--- src/rtl/b64c_pkg.sv ---
package b64c_pkg;

  // Default number of result groups the queue between front and back can hold.
  localparam int QUEUE_DEPTH_DEF = 2;

  // Special characters.
  localparam logic [7:0] PAD_CHAR     = 8'h3D;
  localparam logic [7:0] NEWLINE_CHAR = 8'h0A;

  // Direction codes.
  localparam logic DIR_ENCODE = 1'b0;
  localparam logic DIR_DECODE = 1'b1;

  // One group of up to four result words, as handed from the front to the back.
  typedef struct packed {
    logic [3:0][7:0] bytes;     // word i of the group in bytes[i]
    logic [1:0]      last_idx;  // index of the final word of the group
    logic            valid;     // words carry data
    logic            last;      // final word closes the frame
    logic            err;       // error marker
  } job_t;

  // One result word on the output side.
  typedef struct packed {
    logic [7:0] data;
    logic       valid;
    logic       last;
    logic       err;
  } out_item_t;

  // Alphabet lookup: sextet value to character.
  function automatic logic [7:0] sextet_char(input logic [5:0] s);
    logic [7:0] c;
    if (s < 6'd26) begin
      c = 8'h41 + {2'b00, s};
    end else if (s < 6'd52) begin
      c = 8'h61 + {2'b00, s} - 8'd26;
    end else if (s < 6'd62) begin
      c = 8'h30 + {2'b00, s} - 8'd52;
    end else if (s == 6'd62) begin
      c = 8'h2B;
    end else begin
      c = 8'h2F;
    end
    return c;
  endfunction

  // Reverse lookup: character to sextet; bit 6 set when not in the alphabet.
  function automatic logic [6:0] char_sextet(input logic [7:0] c);
    logic [6:0] v;
    if (c >= 8'h41 && c <= 8'h5A) begin
      v = 7'(c - 8'h41);
    end else if (c >= 8'h61 && c <= 8'h7A) begin
      v = 7'(c - 8'h61 + 8'd26);
    end else if (c >= 8'h30 && c <= 8'h39) begin
      v = 7'(c - 8'h30 + 8'd52);
    end else if (c == 8'h2B) begin
      v = 7'd62;
    end else if (c == 8'h2F) begin
      v = 7'd63;
    end else begin
      v = 7'd64;
    end
    return v;
  endfunction

endpackage

--- src/rtl/base64_stream_codec.sv ---
// Channel   | Signals                           | Contents
// ----------+-----------------------------------+----------------------------------------
// s (in)    | s_tvalid s_tready s_tdata s_tlast | in_byte, in_last
// m (out)   | m_tvalid m_tready m_tdata m_tlast | out_byte, out_last,
//           | m_tuser                           | tuser: byte_valid, decode_error
// cfg       | cfg_wr_en cfg_wr_data             | direction (0 encode, 1 decode)
//
// The front takes one input word per cycle while the group queue has room.
// The back sends one result word per cycle while m is ready, so encode runs at four output
// words per three input words; decode takes a word every cycle while m is ready.
// A result group passes through the queue and then the output register.
// Reset (rst, synchronous) empties the queue and the output register and selects encode.
// A stall on m holds the output register; the queue then fills and s_tready drops.
module base64_stream_codec #(
  parameter int QUEUE_DEPTH = b64c_pkg::QUEUE_DEPTH_DEF
) (
  input  logic       clk,
  input  logic       rst,
  input  logic       s_tvalid,
  output logic       s_tready,
  input  logic [7:0] s_tdata,    // [7:0] in_byte
  input  logic       s_tlast,
  output logic       m_tvalid,
  input  logic       m_tready,
  output logic [7:0] m_tdata,    // [7:0] out_byte
  output logic       m_tlast,
  output logic [1:0] m_tuser,    // [0] byte_valid, [1] decode_error
  input  logic       cfg_wr_en,
  input  logic       cfg_wr_data
);
  import b64c_pkg::*;

  job_t      push_job;
  job_t      head;
  logic      push;
  logic      pop;
  logic      empty;
  logic      full;
  out_item_t out_item;

  // Front: group assembly and classification.
  b64c_front u_front (
    .clk         (clk),
    .rst         (rst),
    .cfg_wr_en   (cfg_wr_en),
    .cfg_wr_data (cfg_wr_data),
    .in_valid    (s_tvalid),
    .in_ready    (s_tready),
    .in_byte     (s_tdata),
    .in_last     (s_tlast),
    .job_push    (push),
    .job         (push_job),
    .queue_full  (full)
  );

  // Queue of result groups.
  b64c_queue #(
    .DEPTH (QUEUE_DEPTH)
  ) u_queue (
    .clk      (clk),
    .rst      (rst),
    .push     (push),
    .push_job (push_job),
    .pop      (pop),
    .head     (head),
    .empty    (empty),
    .full     (full)
  );

  // Back: one result word per cycle into the output register while a group is queued and m is not stalled.
  b64c_back u_back (
    .clk         (clk),
    .rst         (rst),
    .head        (head),
    .queue_empty (empty),
    .pop         (pop),
    .out_valid   (m_tvalid),
    .out_ready   (m_tready),
    .out_item    (out_item)
  );

  assign m_tdata = out_item.data;
  assign m_tlast = out_item.last;
  assign m_tuser = {out_item.err, out_item.valid};

endmodule

--- src/rtl/b64c_queue.sv ---
module b64c_queue #(
  parameter int DEPTH = 2
) (
  input  logic            clk,
  input  logic            rst,
  input  logic            push,
  input  b64c_pkg::job_t  push_job,
  input  logic            pop,
  output b64c_pkg::job_t  head,
  output logic            empty,
  output logic            full
);
  import b64c_pkg::*;

  localparam int AW = (DEPTH > 1) ? $clog2(DEPTH) : 1;
  localparam int CW = $clog2(DEPTH + 1);

  job_t          slots [DEPTH];
  logic [AW-1:0] wr_ptr;
  logic [AW-1:0] rd_ptr;
  logic [CW-1:0] count;

  assign empty = (count == '0);
  assign full  = (count == CW'(DEPTH));
  assign head  = slots[rd_ptr];

  // Storage write.
  always_ff @(posedge clk) begin
    if (push) begin
      slots[wr_ptr] <= push_job;
    end
  end

  // Pointers and fill count.
  always_ff @(posedge clk) begin
    if (rst) begin
      wr_ptr <= '0;
      rd_ptr <= '0;
      count  <= '0;
    end else begin
      if (push) begin
        wr_ptr <= (wr_ptr == AW'(DEPTH - 1)) ? '0 : wr_ptr + AW'(1);
      end
      if (pop) begin
        rd_ptr <= (rd_ptr == AW'(DEPTH - 1)) ? '0 : rd_ptr + AW'(1);
      end
      if (push && !pop) begin
        count <= count + CW'(1);
      end else if (pop && !push) begin
        count <= count - CW'(1);
      end
    end
  end

`ifndef SYNTHESIS
  a_no_overflow: assert property (@(posedge clk) disable iff (rst) full |-> !push)
    else $error("queue written while full");
  a_no_underflow: assert property (@(posedge clk) disable iff (rst) empty |-> !pop)
    else $error("queue read while empty");
  a_count_range: assert property (@(posedge clk) disable iff (rst)
    count <= CW'(DEPTH))
    else $error("queue count out of range");
`endif

endmodule

--- src/rtl/b64c_front.sv ---
module b64c_front (
  input  logic            clk,
  input  logic            rst,
  input  logic            cfg_wr_en,
  input  logic            cfg_wr_data,
  input  logic            in_valid,
  output logic            in_ready,
  input  logic [7:0]      in_byte,
  input  logic            in_last,
  output logic            job_push,
  output b64c_pkg::job_t  job,
  input  logic            queue_full
);
  import b64c_pkg::*;

  logic        direction;
  logic [23:0] group_bits;
  logic [1:0]  group_fill;
  logic [1:0]  pad_seen;
  logic        dropping;

  logic [23:0] group_bits_next;
  logic [1:0]  group_fill_next;
  logic [1:0]  pad_seen_next;
  logic        dropping_next;

  logic        fire;
  logic        gen_job;
  job_t        err_job;
  job_t        end_job;

  // Encode side signals.
  logic [23:0] enc_bits;
  logic [2:0]  enc_held;
  logic [23:0] enc_aligned;

  // Decode side signals.
  logic [6:0]  dec_sx;
  logic        is_pad;
  logic        is_nl;
  logic [5:0]  dec_val;
  logic [1:0]  pad_new;
  logic [23:0] dec_bits;

  assign in_ready = !queue_full;
  assign fire     = in_valid && in_ready;
  assign job_push = fire && gen_job;

  assign enc_bits = {group_bits[15:0], in_byte};
  assign enc_held = {1'b0, group_fill} + 3'd1;

  assign dec_sx   = char_sextet(in_byte);
  assign is_pad   = (in_byte == PAD_CHAR);
  assign is_nl    = (in_byte == NEWLINE_CHAR);
  assign dec_val  = is_pad ? 6'd0 : dec_sx[5:0];
  assign pad_new  = (is_pad && group_fill >= 2'd2) ? pad_seen + 2'd1 : pad_seen;
  assign dec_bits = {group_bits[17:0], dec_val};

  // Marker words.
  always_comb begin
    err_job          = '0;
    err_job.last     = 1'b1;
    err_job.err      = 1'b1;
    end_job          = '0;
    end_job.last     = 1'b1;
  end

  // Align a partial encode group to the top of the 24 bits.
  always_comb begin
    case (enc_held)
      3'd1:    enc_aligned = {enc_bits[7:0], 16'h0000};
      3'd2:    enc_aligned = {enc_bits[15:0], 8'h00};
      default: enc_aligned = enc_bits;
    endcase
  end

  // Per-item state update and result group.
  always_comb begin
    group_bits_next = group_bits;
    group_fill_next = group_fill;
    pad_seen_next   = pad_seen;
    dropping_next   = dropping;
    gen_job         = 1'b0;
    job             = '0;

    if (direction == DIR_ENCODE) begin
      if (enc_held < 3'd3 && !in_last) begin
        group_bits_next = enc_bits;
        group_fill_next = enc_held[1:0];
      end else begin
        gen_job       = 1'b1;
        job.valid     = 1'b1;
        job.last      = in_last;
        job.last_idx  = 2'd3;
        job.bytes[0]  = sextet_char(enc_aligned[23:18]);
        job.bytes[1]  = sextet_char(enc_aligned[17:12]);
        job.bytes[2]  = (enc_held >= 3'd2) ? sextet_char(enc_aligned[11:6]) : PAD_CHAR;
        job.bytes[3]  = (enc_held >= 3'd3) ? sextet_char(enc_aligned[5:0]) : PAD_CHAR;
        group_bits_next = '0;
        group_fill_next = '0;
        pad_seen_next   = '0;
      end
    end else if (dropping) begin
      if (in_last) begin
        dropping_next = 1'b0;
      end
    end else if (is_nl) begin
      if (in_last) begin
        gen_job         = 1'b1;
        job             = (group_fill == 2'd0) ? end_job : err_job;
        group_bits_next = '0;
        group_fill_next = '0;
        pad_seen_next   = '0;
      end
    end else if (!is_pad && dec_sx[6]) begin
      // Character outside the alphabet.
      gen_job         = 1'b1;
      job             = err_job;
      group_bits_next = '0;
      group_fill_next = '0;
      pad_seen_next   = '0;
      dropping_next   = !in_last;
    end else if (group_fill != 2'd3) begin
      if (in_last) begin
        // Frame ends inside a quad.
        gen_job         = 1'b1;
        job             = err_job;
        group_bits_next = '0;
        group_fill_next = '0;
        pad_seen_next   = '0;
      end else begin
        group_bits_next = dec_bits;
        group_fill_next = group_fill + 2'd1;
        pad_seen_next   = pad_new;
      end
    end else begin
      // Quad complete: one byte fewer for each pad in the back half.
      gen_job      = 1'b1;
      job.valid    = 1'b1;
      job.last     = in_last;
      job.bytes[0] = dec_bits[23:16];
      job.bytes[1] = dec_bits[15:8];
      job.bytes[2] = dec_bits[7:0];
      case (pad_new)
        2'd0:    job.last_idx = 2'd2;
        2'd1:    job.last_idx = 2'd1;
        default: job.last_idx = 2'd0;
      endcase
      group_bits_next = '0;
      group_fill_next = '0;
      pad_seen_next   = '0;
    end
  end

  // State registers; a direction write restarts the group assembly in the front.
  always_ff @(posedge clk) begin
    if (rst) begin
      direction  <= DIR_ENCODE;
      group_bits <= '0;
      group_fill <= '0;
      pad_seen   <= '0;
      dropping   <= 1'b0;
    end else if (cfg_wr_en) begin
      direction  <= cfg_wr_data;
      group_bits <= '0;
      group_fill <= '0;
      pad_seen   <= '0;
      dropping   <= 1'b0;
    end else if (fire) begin
      group_bits <= group_bits_next;
      group_fill <= group_fill_next;
      pad_seen   <= pad_seen_next;
      dropping   <= dropping_next;
    end
  end

`ifndef SYNTHESIS
  a_enc_fill: assert property (@(posedge clk) disable iff (rst)
    (direction == DIR_ENCODE) |-> (group_fill != 2'd3))
    else $error("encode group holds more than two bytes");
  a_pad_count: assert property (@(posedge clk) disable iff (rst) pad_seen != 2'd3)
    else $error("pad count beyond two");
  a_enc_idle_flags: assert property (@(posedge clk) disable iff (rst)
    (direction == DIR_ENCODE) |-> (!dropping && pad_seen == 2'd0))
    else $error("decode state active while encoding");
`endif

endmodule

--- src/rtl/b64c_back.sv ---
module b64c_back (
  input  logic                 clk,
  input  logic                 rst,
  input  b64c_pkg::job_t       head,
  input  logic                 queue_empty,
  output logic                 pop,
  output logic                 out_valid,
  input  logic                 out_ready,
  output b64c_pkg::out_item_t  out_item
);
  import b64c_pkg::*;

  logic [1:0] idx;
  logic       adv;
  logic       emit;
  logic       at_end;

  assign adv    = !out_valid || out_ready;
  assign emit   = adv && !queue_empty;
  assign at_end = (idx == head.last_idx);
  assign pop    = emit && at_end;

  // Word index within the group at the head of the queue.
  always_ff @(posedge clk) begin
    if (rst) begin
      idx <= '0;
    end else if (emit) begin
      idx <= at_end ? 2'd0 : idx + 2'd1;
    end
  end

  // Output register.
  always_ff @(posedge clk) begin
    if (rst) begin
      out_valid <= 1'b0;
    end else if (adv) begin
      out_valid <= !queue_empty;
    end
  end

  always_ff @(posedge clk) begin
    if (emit) begin
      out_item.data  <= head.bytes[idx];
      out_item.valid <= head.valid;
      out_item.last  <= head.last && at_end;
      out_item.err   <= head.err;
    end
  end

`ifndef SYNTHESIS
  a_idx_bound: assert property (@(posedge clk) disable iff (rst)
    !queue_empty |-> (idx <= head.last_idx))
    else $error("word index past end of group");
  a_idx_idle: assert property (@(posedge clk) disable iff (rst)
    queue_empty |-> (idx == 2'd0))
    else $error("word index left over with empty queue");
  a_err_marker: assert property (@(posedge clk) disable iff (rst)
    (out_valid && out_item.err) |-> (out_item.last && !out_item.valid))
    else $error("error marker not a bare closing word");
`endif

endmodule
--- config.mk ---
export PLATFORM = sky130hd
export DESIGN_NAME = base64_stream_codec
export DESIGN_NICKNAME = d
export VERILOG_FILES = /design/src/rtl/b64c_pkg.sv /design/src/rtl/base64_stream_codec.sv /design/src/rtl/b64c_queue.sv /design/src/rtl/b64c_front.sv /design/src/rtl/b64c_back.sv
export SDC_FILE = /design/constraint.sdc
export NUM_CORES = 1
export LEC_CHECK = 0
export ABC_AREA = 1
export BUFFER_PORTS_ARGS = -buffer_cell sky130_fd_sc_hd__buf_2
export CAP_MARGIN = 10
export CELL_PAD_IN_SITES_DETAIL_PLACEMENT = 0
export CELL_PAD_IN_SITES_GLOBAL_PLACEMENT = 2
export CORE_MARGIN = 2
export CORE_UTILIZATION = 38
export DETAILED_ROUTE_END_ITERATION = 10
export PLACE_DENSITY_LB_ADDON = 0.1
export SETUP_SLACK_MARGIN = 0.3
export SYNTH_ARGS = -nofsm -noshare
export SYNTH_HDL_FRONTEND = slang
export SYNTH_SLANG_ARGS = --single-unit
--- constraint.sdc ---
create_clock -name clk -period 6.1 [get_ports clk]
set_input_delay 1.22 -clock clk [delete_from_list [all_inputs] [get_ports clk]]
set_output_delay 1.22 -clock clk [all_outputs]
set_load 0.01 [all_outputs]
==> results.py <==
metrics = {
    "clock_network": {
        "cts_tree": "done",
        "htreeDepth": 4,
        "cts_sinks": 117,
        "post_cts_buffers": 0,
        "ctsLongestPathBuffers": 2,
        "cts_resized": 0,
        "holdBufCountCts": 0,
        "clk_latency_ns": 0.42,
        "cts_root_buf": "clkbuf_16",
        "numCtsBuffers": 17,
        "clk_pin_slew_ns": 0.06,
    },
    "route": {
        "drt_iter0_markers": 533,
        "wl_um": 24300,
        "ant_nets": 0,
        "drtPass1Iterations": 5,
        "wl_per_cell_um": 17.8,
        "dr_total_vias": 7170,
        "drc": 0,
        "via_per_inst": 5.24,
    },
    "logic_synthesis": {
        "syn_avg_cell_area_sq_um": 7.71,
        "synth.top_cells.by_area": "edfxtp_1 (31%), ha_1 (8.7%), nand2_1 (8.7%)",
        "synth_edf_count": 85,
        "synth-xor-area-share": 0.0236,
        "synthSimpleGateAreaFrac": 0.230,
        "yosysUniqueCellTypes": 50,
        "synth_mux_area_frac": 0,
        "netlist_instances": 1061,
        "ys_ff_latch": 117,
        "synth_compound_area_frac": 0.188,
        "synth_top_family_by_area": "simple AND/OR/NAND/NOR gates",
        "syn-cell-area_sq_mm": 0.00818,
        "ys_seq_area_frac": 0.390,
        "ys.flop_type": "edfxtp_1",
        "synth_top_area_frac": 0.312,
        "yosysWarnings": 0,
        "yosys.area_share.adder": 0.0872,
        "synth_fp_nets": 1133,
        "async_flop_share": 0,
        "synth_top_area_cell": "edfxtp_1",
    },
    "power": {
        "vdd_drop_max_mv": 0.193,
        "power_density_mw_per_mm2": 310,
        "p_leak_nw": 3.83,
    },
    "min_path": {
        "hp-start": "u_queue.count[1]",
        "whs_endpoint": "u_queue.count[1]",
        "min_path_type": "reg -> reg",
        "worstHoldPathCells": 2,
    },
    "timing": {
        "tns_ns": 0,
        "clock_skew_ns": 0.0120,
        "finalWorstSetupSlack_ns": 2.08,
        "slew_viol_final": 0,
        "max_freq_ghz": 0.249,
        "rsz0062_at_grt": "false",
        "whs_ns": 0.501,
        "setup_viol": 0,
        "hold_viol": 0,
        "tightest_slew_ns": 1.07,
        "finalCriticalPeriod_ns": 4.02,
        "min_period_over_period": 0.659,
        "relSlewSlack": 0.282,
    },
    "placed_design": {
        "dp_hpwl_um": 17900,
        "gp_congestion": 0.855,
        "io_buffers": 27,
        "place_ws_ns": 1.71,
    },
    "worst_setup_path": {
        "endpoint_kind": "flip-flop",
        "crit_arrival_ns": 4.12,
        "cp.required_ns": 6.20,
        "r2r_cells": 14,
        "r2r-start": "u_front.group_fill[1]",
        "r2r_end": "u_queue.slots[0][32]",
        "cp_max_fo": 21,
        "crit_type": "in -> reg",
        "cp-start-kind": "primary input",
        "rrSetupSlack_ns": 2.10,
    },
    "layout": {
        "multiInputGateArea_sq_mm": 0.00434,
        "seq_area_sq_mm": 0.00319,
        "nNetsFinal": 1152,
        "diodes": 0,
        "fillers": 2152,
        "area_growth_pct": 11.6,
        "drive_gt1_frac": 0.106,
    },
    "status": {
        "status": "finished, final reports clean",
    },
    "floorplanning": {
        "die_w_um": 151,
        "rows": 53,
        "die_area_sq_mm": 0.0227,
        "fp.coreArea_sq_mm": 0.0211,
        "num_io_pins": 28,
        "die_y_um": 151,
        "start_util": 0.388,
    },
    "grt": {
        "first_global_vias": 6689,
        "grt_first_pass_wirelength_um": 38200,
        "grt_use_total": 0.221,
        "grt-ovfl-total": 0,
        "grt_max_degree": 39,
        "antenna_found_initial": 0,
    },
    "job": {
        "cap_violations": 0,
    },
}
[flip-flops by register name, indices dropped and copies added (netlist names), named ones only]
signal,flops
u_front.group_fill,2
u_back.out_valid,1
u_front.direction,1
u_front.group_bits,18
u_back.out_item,11
u_back.idx,2
u_queue.rd_ptr,1
u_front.dropping,1
u_queue.wr_ptr,1
u_queue.slots,74
u_queue.count,2
u_front.pad_seen,2
[per-layer routing]
metal | track usage | up-vias | routed length [um]
met1 | 0.313 | 3352 | 11800
li1 | - | 3651 | -
met4 | 0.0495 | 0 | 212
met3 | 0.0270 | 15 | 928
met5 | 0 | - | 0
met2 | 0.362 | 152 | 11400
[worst max-delay path, stage by stage]
cell and delay, ns:
buf_2 0.17, inv_1 0.20, ha_1 0.23, nand2_1 0.09
inv_1 0.09, nand2_1 0.05, nand2_1 0.07, nand3_1 0.10
nand3_1 0.11, nand2_1 0.11, o21bai_1 0.33, nand2_1 0.12
nand2_1 0.12, nand3_1 0.11, inv_1 0.60, buf_4 0.38
[through the flow]
step,instance area (sq um),cells,power (mW),util
global placement,8540,1336,1.85,0.405
CTS,9130,1368,2.85,0.433
global route,9130,1368,2.99,0.433
finish,9130,1368,2.83,0.433
floorplan,8180,1061,1.60,-
detailed placement,8540,1336,1.85,0.405
[how the worst max path moves through the flow]
stage | start | end | slack [ns] | cells past startpoint
global route | s_tdata[0] | u_queue.slots[1][7] | 1.80 | 16
CTS | s_tdata[0] | u_queue.slots[1][15] | 2.13 | 16
floorplan | s_tdata[2] | u_queue.slots[0][0] | 1.50 | 13
finish | s_tdata[0] | u_queue.slots[1][7] | 2.08 | 16
global placement | s_tdata[0] | u_queue.slots[1][18] | 1.70 | 16
detailed placement | s_tdata[0] | u_queue.slots[1][20] | 1.71 | 16
[cells in the mapped netlist, drive strengths merged (2+ instances only)]
cell	count
o31ai	5
xor2	20
ha	57
o311ai	2
clkinv	3
xnor2	2
or2	2
a31oi	15
edfxtp	85
buf	14
a21oi	80
nand3	76
nor3	9
nor2	144
o211ai	9
o22ai	22
nand3b	2
inv	125
a21boi	3
o21ai	126
nand2	194
dfxtp	32
nand4	9
clkbuf	19
[power breakdown]
part	leakage (nW)	total (mW)	internal, mW	switching (mW)
registers	1.05	1.06	1.01	0.0539
logic	2.50	0.760	0.230	0.530
clock network	0.287	1.00	0.612	0.391
[layout by cell type (no fill, tap or decap), types with 4 or more instances in the layout]
master     count
clkbuf_16     17
ha_1          57
inv_1        110
o21ai_1       11
nand2_1      189
edfxtp_1      85
dfxtp_1       32
inv_6          7
o31ai_1        5
o22ai_1       20
nand2_2        4
nand4_1        8
xor2_1        20
nor2_1       136
nor2_2         5
a31oi_1       13
clkinv_4       4
inv_2         13
buf_2         27
nand3_2        5
nor3_1         8
buf_4          6
o211ai_1       8
a21oi_1       78
o21ai_0      111
nand3_1       71
[cell type report]
class / instances / share of cell area
Clock buffer: 18 / 0.0470
Sequential cell: 117 / 0.350
Tap cell: 275 / 0.0377
Clock inverter: 14 / 0.0180
Inverter: 128 / 0.0532
Multi-Input combinational cell: 783 / 0.475
Timing Repair Buffer: 33 / 0.0197
[kinds of logic (layout without fill, tap and decap cells)]
kind of cell               count (synthesis)  count (layout)
and+or+nand+nor                          437             437
AOI/OAI and AO/OA                        267             267
buffers and inverters                    161             193
DFF                                      117             117
adders and majority gates                 57              57
xor gates and xnor gates                  22              22
No activity file was read; power rests on OpenSTA's default activity.
